--- config.mk ---
export PLATFORM = sky130hd
export DESIGN_NAME = sha1_stream_hasher
export DESIGN_NICKNAME = d
export VERILOG_FILES = /design/src/rtl/core/sha1s_pkg.sv /design/src/rtl/core/sha1s_front.sv /design/src/rtl/core/sha1s_queue.sv /design/src/rtl/core/sha1s_engine.sv /design/src/rtl/core/sha1_stream_hasher.sv
export SDC_FILE = /design/constraint.sdc
export NUM_CORES = 2
export LEC_CHECK = 0
export BUFFER_PORTS_ARGS = -buffer_cell sky130_fd_sc_hd__buf_2
export CAP_MARGIN = 20
export CORE_MARGIN = 10
export CORE_UTILIZATION = 35
export DETAILED_ROUTE_END_ITERATION = 8
export GPL_ROUTABILITY_DRIVEN = 0
export PLACE_DENSITY = 0.55
export SKIP_CTS_REPAIR_TIMING = 1
export SLEW_MARGIN = 20
export SYNTH_ARGS = -nofsm -noshare
export SYNTH_HDL_FRONTEND = slang
export SYNTH_SLANG_ARGS = --single-unit
--- constraint.sdc ---
create_clock -name clk -period 62.2 [get_ports clk]
set_clock_uncertainty 0.1 [all_clocks]
set_input_delay 6.22 -clock clk [delete_from_list [all_inputs] [get_ports clk]]
set_output_delay 6.22 -clock clk [all_outputs]
set_load 0.05 [all_outputs]
--- src/rtl/core/sha1s_pkg.sv ---
package sha1s_pkg;

  // One 512-bit message block, word 0 holds the first four bytes (big-endian).
  typedef logic [15:0][31:0] block_t;

  // A block handed from the packer to the compression engine.
  typedef struct packed {
    logic   last_blk;   // digest is delivered after this block
    block_t data;
  } job_t;

  localparam int QUEUE_DEPTH = 2;
  localparam int QPTR_W      = 1;
  localparam int QCNT_W      = 2;

  localparam logic [31:0] IV0 = 32'h67452301;
  localparam logic [31:0] IV1 = 32'hEFCDAB89;
  localparam logic [31:0] IV2 = 32'h98BADCFE;
  localparam logic [31:0] IV3 = 32'h10325476;
  localparam logic [31:0] IV4 = 32'hC3D2E1F0;

  localparam logic [31:0] K0 = 32'h5A827999;
  localparam logic [31:0] K1 = 32'h6ED9EBA1;
  localparam logic [31:0] K2 = 32'h8F1BBCDC;
  localparam logic [31:0] K3 = 32'hCA62C1D6;

  localparam logic [7:0] PAD_BYTE = 8'h80;

  localparam logic [6:0] LAST_ROUND    = 7'd79;
  localparam logic [2:0] LAST_WORD_IDX = 3'd4;

endpackage

--- src/rtl/core/sha1s_front.sv ---
module sha1s_front import sha1s_pkg::*; (
  input  logic        clk,
  input  logic        rst,
  input  logic        s_tvalid,
  output logic        s_tready,
  input  logic [7:0]  s_tdata,
  input  logic        s_tuser,
  input  logic        s_tlast,
  output logic        push_valid,
  input  logic        push_ready,
  output job_t        push_job
);

  localparam logic [2:0] F_FILL       = 3'd0;
  localparam logic [2:0] F_PUSH_DATA  = 3'd1;
  localparam logic [2:0] F_PAD        = 3'd2;
  localparam logic [2:0] F_PUSH_PAD   = 3'd3;
  localparam logic [2:0] F_PUSH_FINAL = 3'd4;

  logic [2:0]  state;
  logic [5:0]  pos;
  logic [63:0] bit_len;
  logic        last_pending;
  block_t      blk;
  logic        accept;

  assign s_tready = (state == F_FILL);
  assign accept   = s_tvalid && s_tready;

  assign push_valid = (state == F_PUSH_DATA) || (state == F_PUSH_PAD) ||
                      (state == F_PUSH_FINAL);
  assign push_job.last_blk = (state == F_PUSH_FINAL);
  assign push_job.data     = blk;

  always_ff @(posedge clk) begin
    if (rst) begin
      state        <= F_FILL;
      pos          <= '0;
      bit_len      <= '0;
      last_pending <= 1'b0;
    end else begin
      case (state)
        F_FILL: begin
          if (accept) begin
            if (s_tuser) begin
              pos     <= pos + 6'd1;
              bit_len <= bit_len + 64'd8;
              if (pos == 6'd63) begin
                state        <= F_PUSH_DATA;
                last_pending <= s_tlast;
              end else if (s_tlast) begin
                state <= F_PAD;
              end
            end else if (s_tlast) begin
              state <= F_PAD;
            end
          end
        end
        F_PUSH_DATA: begin
          if (push_ready) begin
            state <= last_pending ? F_PAD : F_FILL;
          end
        end
        F_PAD: begin
          state <= (pos >= 6'd56) ? F_PUSH_PAD : F_PUSH_FINAL;
        end
        F_PUSH_PAD: begin
          if (push_ready) begin
            state <= F_PUSH_FINAL;
          end
        end
        F_PUSH_FINAL: begin
          if (push_ready) begin
            state   <= F_FILL;
            pos     <= '0;
            bit_len <= '0;
          end
        end
        default: begin
          state <= F_FILL;
        end
      endcase
    end
  end

  // Byte storage: one byte per transfer, padding and length written in bulk.
  always_ff @(posedge clk) begin
    if (state == F_FILL && accept && s_tuser) begin
      blk[pos[5:2]][{~pos[1:0], 3'b000} +: 8] <= s_tdata;
    end else if (state == F_PAD) begin
      for (int q = 0; q < 64; q++) begin
        if (q >= 56 && pos < 6'd56) begin
          blk[q >> 2][8*(3 - (q & 3)) +: 8] <= bit_len[8*(63 - q) +: 8];
        end else if (6'(q) == pos) begin
          blk[q >> 2][8*(3 - (q & 3)) +: 8] <= PAD_BYTE;
        end else if (6'(q) > pos) begin
          blk[q >> 2][8*(3 - (q & 3)) +: 8] <= 8'h00;
        end
      end
    end else if (state == F_PUSH_PAD && push_ready) begin
      for (int w = 0; w < 14; w++) begin
        blk[w] <= 32'h0;
      end
      blk[14] <= bit_len[63:32];
      blk[15] <= bit_len[31:0];
    end
  end

endmodule

--- src/rtl/core/sha1s_queue.sv ---
module sha1s_queue import sha1s_pkg::*; (
  input  logic clk,
  input  logic rst,
  input  logic push_valid,
  output logic push_ready,
  input  job_t push_job,
  output logic pop_valid,
  input  logic pop_ready,
  output job_t pop_job
);

  job_t              entries [QUEUE_DEPTH];
  logic [QPTR_W-1:0] wr_ptr;
  logic [QPTR_W-1:0] rd_ptr;
  logic [QCNT_W-1:0] count;
  logic              do_push;
  logic              do_pop;

  assign push_ready = (count != QCNT_W'(QUEUE_DEPTH));
  assign pop_valid  = (count != '0);
  assign pop_job    = entries[rd_ptr];
  assign do_push    = push_valid && push_ready;
  assign do_pop     = pop_valid && pop_ready;

  always_ff @(posedge clk) begin
    if (do_push) begin
      entries[wr_ptr] <= push_job;
    end
  end

  always_ff @(posedge clk) begin
    if (rst) begin
      wr_ptr <= '0;
      rd_ptr <= '0;
      count  <= '0;
    end else begin
      if (do_push) begin
        wr_ptr <= (wr_ptr == QPTR_W'(QUEUE_DEPTH - 1)) ? '0 : wr_ptr + QPTR_W'(1);
      end
      if (do_pop) begin
        rd_ptr <= (rd_ptr == QPTR_W'(QUEUE_DEPTH - 1)) ? '0 : rd_ptr + QPTR_W'(1);
      end
      if (do_push && !do_pop) begin
        count <= count + QCNT_W'(1);
      end else if (do_pop && !do_push) begin
        count <= count - QCNT_W'(1);
      end
    end
  end

endmodule

--- src/rtl/core/sha1s_engine.sv ---
module sha1s_engine import sha1s_pkg::*; (
  input  logic        clk,
  input  logic        rst,
  input  logic        pop_valid,
  output logic        pop_ready,
  input  job_t        pop_job,
  output logic        m_tvalid,
  input  logic        m_tready,
  output logic [31:0] m_tdata,
  output logic [2:0]  m_tuser,
  output logic        m_tlast
);

  localparam logic [1:0] E_IDLE  = 2'd0;
  localparam logic [1:0] E_ROUND = 2'd1;
  localparam logic [1:0] E_ADD   = 2'd2;
  localparam logic [1:0] E_OUT   = 2'd3;

  logic [1:0]        state;
  logic [6:0]        round;
  logic [31:0]       a, b, c, d, e;
  logic [15:0][31:0] win;
  logic [31:0]       chain [5];
  logic              is_last;
  logic [2:0]        out_idx;

  logic [31:0] f;
  logic [31:0] k;
  logic [31:0] t;
  logic [31:0] w_mix;

  assign pop_ready = (state == E_IDLE);

  assign m_tvalid = (state == E_OUT);
  assign m_tdata  = chain[out_idx];
  assign m_tuser  = out_idx;
  assign m_tlast  = (out_idx == LAST_WORD_IDX);

  always_comb begin
    if (round < 7'd20) begin
      f = (b & c) | (~b & d);
      k = K0;
    end else if (round < 7'd40) begin
      f = b ^ c ^ d;
      k = K1;
    end else if (round < 7'd60) begin
      f = (b & c) | (b & d) | (c & d);
      k = K2;
    end else begin
      f = b ^ c ^ d;
      k = K3;
    end
    t     = {a[26:0], a[31:27]} + f + e + k + win[0];
    w_mix = win[13] ^ win[8] ^ win[2] ^ win[0];
  end

  always_ff @(posedge clk) begin
    case (state)
      E_IDLE: begin
        win <= pop_job.data;
        a   <= chain[0];
        b   <= chain[1];
        c   <= chain[2];
        d   <= chain[3];
        e   <= chain[4];
      end
      E_ROUND: begin
        for (int i = 0; i < 15; i++) begin
          win[i] <= win[i+1];
        end
        win[15] <= {w_mix[30:0], w_mix[31]};
        a <= t;
        b <= a;
        c <= {b[1:0], b[31:2]};
        d <= c;
        e <= d;
      end
      default: begin
      end
    endcase
  end

  always_ff @(posedge clk) begin
    if (rst) begin
      state    <= E_IDLE;
      round    <= '0;
      is_last  <= 1'b0;
      out_idx  <= '0;
      chain[0] <= IV0;
      chain[1] <= IV1;
      chain[2] <= IV2;
      chain[3] <= IV3;
      chain[4] <= IV4;
    end else begin
      case (state)
        E_IDLE: begin
          if (pop_valid) begin
            state   <= E_ROUND;
            round   <= '0;
            is_last <= pop_job.last_blk;
          end
        end
        E_ROUND: begin
          round <= round + 7'd1;
          if (round == LAST_ROUND) begin
            state <= E_ADD;
          end
        end
        E_ADD: begin
          chain[0] <= chain[0] + a;
          chain[1] <= chain[1] + b;
          chain[2] <= chain[2] + c;
          chain[3] <= chain[3] + d;
          chain[4] <= chain[4] + e;
          out_idx  <= '0;
          state    <= is_last ? E_OUT : E_IDLE;
        end
        E_OUT: begin
          if (m_tready) begin
            if (out_idx == LAST_WORD_IDX) begin
              state    <= E_IDLE;
              out_idx  <= '0;
              chain[0] <= IV0;
              chain[1] <= IV1;
              chain[2] <= IV2;
              chain[3] <= IV3;
              chain[4] <= IV4;
            end else begin
              out_idx <= out_idx + 3'd1;
            end
          end
        end
        default: begin
          state <= E_IDLE;
        end
      endcase
    end
  end

endmodule

--- src/rtl/core/sha1_stream_hasher.sv ---
// Throughput: one byte transfer per cycle while a block fills; the input stalls after each
// full block until it is queued, and the compression engine, which takes no new block until
// it is done with the last one, bounds the rate. After the closing transfer the front pads
// the block (and one more if the length does not fit); the engine compresses them behind
// any queued block, then gives five digest words, one per cycle while the receiver is ready.
// Reset (rst, synchronous, active high) restores the initial hash and empties all control.

module sha1_stream_hasher import sha1s_pkg::*; (
  input  wire logic        clk,
  input  wire logic        rst,
  // Input stream: one message byte per transfer.
  input  wire logic        s_tvalid,
  output      logic        s_tready,
  input  wire logic [7:0]  s_tdata,  // [7:0] msg_byte
  input  wire logic        s_tuser,  // [0] byte_valid
  input  wire logic        s_tlast,  // last_byte: ends the message
  // Output stream: five digest words per message, most significant first.
  output      logic        m_tvalid,
  input  wire logic        m_tready,
  output      logic [31:0] m_tdata,  // [31:0] digest_word
  output      logic [2:0]  m_tuser,  // [2:0] word_index
  output      logic        m_tlast   // last_word
);

  // The front packs bytes into a 64-byte block and appends the padding and the
  // 64-bit bit length. Finished blocks wait in a two-entry queue, so the front
  // keeps taking bytes while the engine compresses the previous block.
  logic push_valid;
  logic push_ready;
  job_t push_job;
  logic pop_valid;
  logic pop_ready;
  job_t pop_job;

  sha1s_front u_front (
    .clk       (clk),
    .rst       (rst),
    .s_tvalid  (s_tvalid),
    .s_tready  (s_tready),
    .s_tdata   (s_tdata),
    .s_tuser   (s_tuser),
    .s_tlast   (s_tlast),
    .push_valid(push_valid),
    .push_ready(push_ready),
    .push_job  (push_job)
  );

  sha1s_queue u_queue (
    .clk       (clk),
    .rst       (rst),
    .push_valid(push_valid),
    .push_ready(push_ready),
    .push_job  (push_job),
    .pop_valid (pop_valid),
    .pop_ready (pop_ready),
    .pop_job   (pop_job)
  );

  // The engine chains each block into the running hash. After the block that
  // closes a message it presents the digest straight from the hash registers,
  // one word per transfer, then reloads the initial hash.
  sha1s_engine u_engine (
    .clk      (clk),
    .rst      (rst),
    .pop_valid(pop_valid),
    .pop_ready(pop_ready),
    .pop_job  (pop_job),
    .m_tvalid (m_tvalid),
    .m_tready (m_tready),
    .m_tdata  (m_tdata),
    .m_tuser  (m_tuser),
    .m_tlast  (m_tlast)
  );

endmodule

==> impl_metrics.sql <==
INSERT INTO impl_metrics (metric_group, metric, value, unit) VALUES
('floorplanning', 'dieHeight', '583', 'um'),
('synthesis', 'synth.ff_latch_count', '2462', ''),
('drt', 'via_to_cell_ratio', '5.32', ''),
('synthesis', 'netlist_instances', '8772', ''),
('drt', 'post-route-drc-count', '0', ''),
('sta', 'hold_violations', '0', ''),
('clock_network', 'inserted_clock_buffers', '274', ''),
('floorplanning', 'io_pins', '52', ''),
('global_routing', 'grt_first_pass_wirelength', '458', 'mm'),
('clock_network', 'clock_insertion_delay_worst_skew', '850', 'ps'),
('sta', 'timing.fmax', '107', 'MHz'),
('synthesis', 'synthDistinctLibCells', '87', ''),
('pwr', 'power.total', '6330', 'uW'),
('setup_path', 'cp_data_arrival_time', '3000', 'ps'),
('drt', 'route.vias.total', '70100', ''),
('min_path', 'hold_class', 'flop to flop', ''),
('setup_path', 'cp_max_fo', '32', ''),
('synthesis', 'post_synth_instance_area', '0.111', 'mm^2'),
('global_routing', 'grt_pass1_vias', '69400', ''),
('min_path', 'worstHoldStart', 'u_front.push_job[95]$_DFFE_PP_', ''),
('sta', 'relSlewSlack', '17.4', '%'),
('drt', 'detail_route.wirelength', '312', 'mm'),
('sta', 'finalSetupViolCount', '0', ''),
('setup_path', 'rr_endpoint', 'u_engine.a[31]$_DFFE_PP_', ''),
('synthesis', 'yosysSeqAreaShare', '65.9', '%'),
('clock_network', 'cts.sinks', '2462', ''),
('status', 'run_status', 'complete, no violations', ''),
('layout', 'drive_gt1_share', '7.59', '%'),
('setup_path', 'cp-end-kind', 'output port', ''),
('drt', 'routed_length_per_instance', '23.7', 'um'),
('clock_network', 'clock_tree_from_tritoncts', 'done', ''),
('place', 'detailed_place_hpwl', '201', 'mm'),
('place', 'placed_cells_incl_taps', '12700', ''),
('global_routing', 'grt_overflow', '0', ''),
('setup_path', 'start_of_the_worst_register_to_register_path', 'u_engine.round[4]$_SDFFE_PP0P_', ''),
('layout', 'design.final.nets', '9161', ''),
('sta', 'rsz_0062_raised_after_global_routing', 'false', ''),
('setup_path', 'worst_r2r_path_depth', '23', ''),
('floorplanning', 'floorplan.rows', '206', ''),
('min_path', 'hold_end', 'u_queue.entries[1][95]$_DFFE_PP_', ''),
('synthesis', 'postSynthAreaPerCell', '12.6', 'um^2'),
('synthesis', 'postSynthNetCount', '9140', ''),
('clock_network', 'cts.root.buffer_cell', 'sky130_fd_sc_hd__clkbuf_16', ''),
('pwr', 'power_density', '50.9', 'mW/mm^2'),
('drt', 'dr.first_iter.drc_count', '6987', ''),
('floorplanning', 'floorplan.initialDensity', '35.2', '%'),
('sta', 'timing_worst_slew_pin_value', '1220', 'ps'),
('layout', 'postLayoutCellArea', '0.124', 'mm^2'),
('setup_path', 'worst_ep_required_time', '55880', 'ps'),
('sta', 'fin_crit_sh', '15.0', '%'),
('floorplanning', 'die_width', '583', 'um'),
('setup_path', 'criticalPathCategory', 'flop to output port', ''),
('global_routing', 'grt_util_all_layers', '17.6', '%'),
('synthesis', 'yosys_most_used_dff', 'sky130_fd_sc_hd__edfxtp_1', ''),
('synthesis', 'ys_async_sr_fraction', '0', '%'),
('drt', 'ant_nets', '0', ''),
('clock_network', 'max_h_tree_level', '5', ''),
('sta', 'layout_min_cycle_time', '9320', 'ps'),
('setup_path', 'regToRegSetupSlack', '53740', 'ps'),
('layout', 'final-instance-count-excl-fill', '13200', ''),
('floorplanning', 'fp.coreArea', '0.315', 'mm^2'),
('clock_network', 'clock_path_buffers', '4', ''),
('place', 'placedInstanceArea', '0.116', 'mm^2'),
('layout', 'layout-area-overhead-vs-synth', '12.3', '%'),
('setup_path', 'startpoint_type', 'flop', ''),
('place', 'portBuffers', '51', ''),
('global_routing', 'grt_max_degree', '175', ''),
('global_routing', 'grt_antenna_before_repair', '16', ''),
('synthesis', 'yosys_warnings', '0', ''),
('drt', 'router_iterations_before_antenna_repair', '6', ''),
('floorplanning', 'die_area', '0.339', 'mm^2'),
('run', 'maxCapViolCount', '0', ''),
('pwr', 'peakVddDrop', '0.0675', 'mV'),
('sta', 'final.setup.tns', '0', 'ps'),
('pwr', 'leak_pwr', '0.0422', 'uW'),
('synthesis', 'synth_enable_flop_cells', '2370', ''),
('sta', 'drv_slew', '0', ''),
('clock_network', 'clk_pin_slew_worst_paths', '60', 'ps'),
('min_path', 'whs_path_depth', '0', '');
final cells by class:
| cell class | instances | area [um^2] |
|---|---|---|
| timing repair buffer | 189 | 1370 |
| antenna | 4 | 10.0 |
| inverter | 220 | 833 |
| fill | 29500 | 191000 |
| sequential | 2462 | 73000 |
| multi-input combinational | 5646 | 35400 |
| tap | 4160 | 5200 |
| clock inverter | 151 | 1430 |
| clock buffer | 333 | 7170 |
where the power goes:
| part | internal [uW] | leakage, uW | total, uW | switching (uW) |
|---|---|---|---|---|
| Clock | 920 | 0.00420 | 1590 | 672 |
| Sequential | 2210 | 0.0235 | 2450 | 239 |
| Combinational | 895 | 0.0145 | 2290 | 1390 |
| Total | 4030 | 0.0422 | 6330 | 2310 |
cell families after synthesis:
kind of cell,Yosys count,synth area share [%]
XOR/XNOR,301,2.38
buffers and inverters,664,2.27
AND/OR/NAND/NOR,2651,9.99
multiplexers,589,5.73
AO/OA/AOI/OAI,1751,8.87
adder cells (fa/ha/maj),354,4.84
flip-flops,2462,65.9
layer usage:
metal / vias to the layer above / track usage [%] / wire length, um
met2: 2425 / 28.4 / 144000
met5: - / 0 / 74
met4: 12 / 6.45 / 12200
li1: 31900 / - / -
met3: 569 / 2.56 / 19800
met1: 35200 / 24.3 / 135000
state kept, by name (all words and copies together), names as in the netlist, named ones only:
| name | count |
|---|---|
| u_front.bit_len | 61 |
| u_engine.d | 32 |
| u_engine.e | 32 |
| u_engine.m_tuser | 3 |
| u_engine.b | 32 |
| u_engine.a | 32 |
| u_queue.rd_ptr | 1 |
| u_engine.c | 32 |
| u_engine.round | 7 |
| u_queue.wr_ptr | 1 |
| u_front.state | 3 |
| u_front.pos | 6 |
| u_engine.state | 2 |
| u_engine.is_last | 1 |
| u_front.push_job | 512 |
| u_engine.win | 512 |
| u_engine.chain | 160 |
| u_queue.entries | 1026 |
| u_queue.count | 2 |
| u_front.last_pending | 1 |
worst max-delay path: stages (launching register included):
cell and delay (ps):
sky130_fd_sc_hd__dfxtp_4 910, sky130_fd_sc_hd__mux4_2 620, sky130_fd_sc_hd__mux2_2 350, sky130_fd_sc_hd__buf_2 240
worst max path at each step:
stage,from,end,slack [ps],cells past startpoint
global placement,s_tuser,u_front.push_job[127]$_DFFE_PP_,52240,10
floorplan,u_engine.state[1]$_SDFFE_PP0P_,flop,32990,4
CTS,flop,m_tdata[0],52780,3
detailed placement,s_tuser,u_front.push_job[127]$_DFFE_PP_,52160,10
global route,flop,m_tdata[0],52750,3
finish,flop,m_tdata[0],52880,3
Yosys cell counts (32+ instances only):
cell                       instances  area share, %
sky130_fd_sc_hd__edfxtp_1       2370             64
sky130_fd_sc_hd__nand2_1        1289            4.4
sky130_fd_sc_hd__nor2_1          891            3.0
sky130_fd_sc_hd__o21ai_0         851            3.8
sky130_fd_sc_hd__mux2i_1         524            4.7
sky130_fd_sc_hd__a21oi_1         521            2.4
sky130_fd_sc_hd__clkbuf_1        409            1.4
sky130_fd_sc_hd__ha_1            230            2.6
sky130_fd_sc_hd__inv_1           216           0.73
sky130_fd_sc_hd__xnor2_1         158            1.2
sky130_fd_sc_hd__xor2_1          143            1.1
sky130_fd_sc_hd__fa_1            124            2.2
sky130_fd_sc_hd__dfxtp_1          92            1.7
sky130_fd_sc_hd__a21o_1           79           0.54
sky130_fd_sc_hd__nand3_1          79           0.36
sky130_fd_sc_hd__nor3_1           64           0.29
sky130_fd_sc_hd__and2_1           54           0.31
sky130_fd_sc_hd__nand2b_1         53           0.30
sky130_fd_sc_hd__nor2b_1          52           0.29
sky130_fd_sc_hd__and3_1           41           0.23
sky130_fd_sc_hd__mux2_2           32           0.33
sky130_fd_sc_hd__mux4_2           32           0.65
stage by stage:
stage | setup WS (ps) | util [%] | hold WS [ps]
floorplan | 32990 | - | 321
global placement | 52240 | 36.8 | 323
detailed placement | 52160 | 36.8 | 329
CTS | 52780 | 39.5 | 342
global route | 52750 | 39.5 | 352
finish | 52880 | 39.5 | 344
placed cells by master, fill, tap and decap left out, types with 31 or more instances in the layout:
cell and count:
sky130_fd_sc_hd__clkbuf_1 54, sky130_fd_sc_hd__and2_1 53, sky130_fd_sc_hd__clkinv_2 39, sky130_fd_sc_hd__nor3_1 59, sky130_fd_sc_hd__mux4_2 32, sky130_fd_sc_hd__o21ai_0 844, sky130_fd_sc_hd__inv_1 216, sky130_fd_sc_hd__mux2_2 32
sky130_fd_sc_hd__nor2b_1 51, sky130_fd_sc_hd__buf_4 131, sky130_fd_sc_hd__buf_2 51, sky130_fd_sc_hd__xnor2_1 158, sky130_fd_sc_hd__edfxtp_1 2370, sky130_fd_sc_hd__and3_1 41, sky130_fd_sc_hd__fa_1 124, sky130_fd_sc_hd__a211oi_1 31
sky130_fd_sc_hd__mux2i_1 524, sky130_fd_sc_hd__nor2_1 887, sky130_fd_sc_hd__xor2_1 143, sky130_fd_sc_hd__clkinv_1 62, sky130_fd_sc_hd__a21oi_1 517, sky130_fd_sc_hd__nand2b_1 53, sky130_fd_sc_hd__ha_1 229, sky130_fd_sc_hd__clkbuf_16 278
sky130_fd_sc_hd__dfxtp_1 90, sky130_fd_sc_hd__a21boi_0 31, sky130_fd_sc_hd__nand3_1 79, sky130_fd_sc_hd__a21o_1 79, sky130_fd_sc_hd__nand2_1 1286
(Power assumes the default switching activity.)
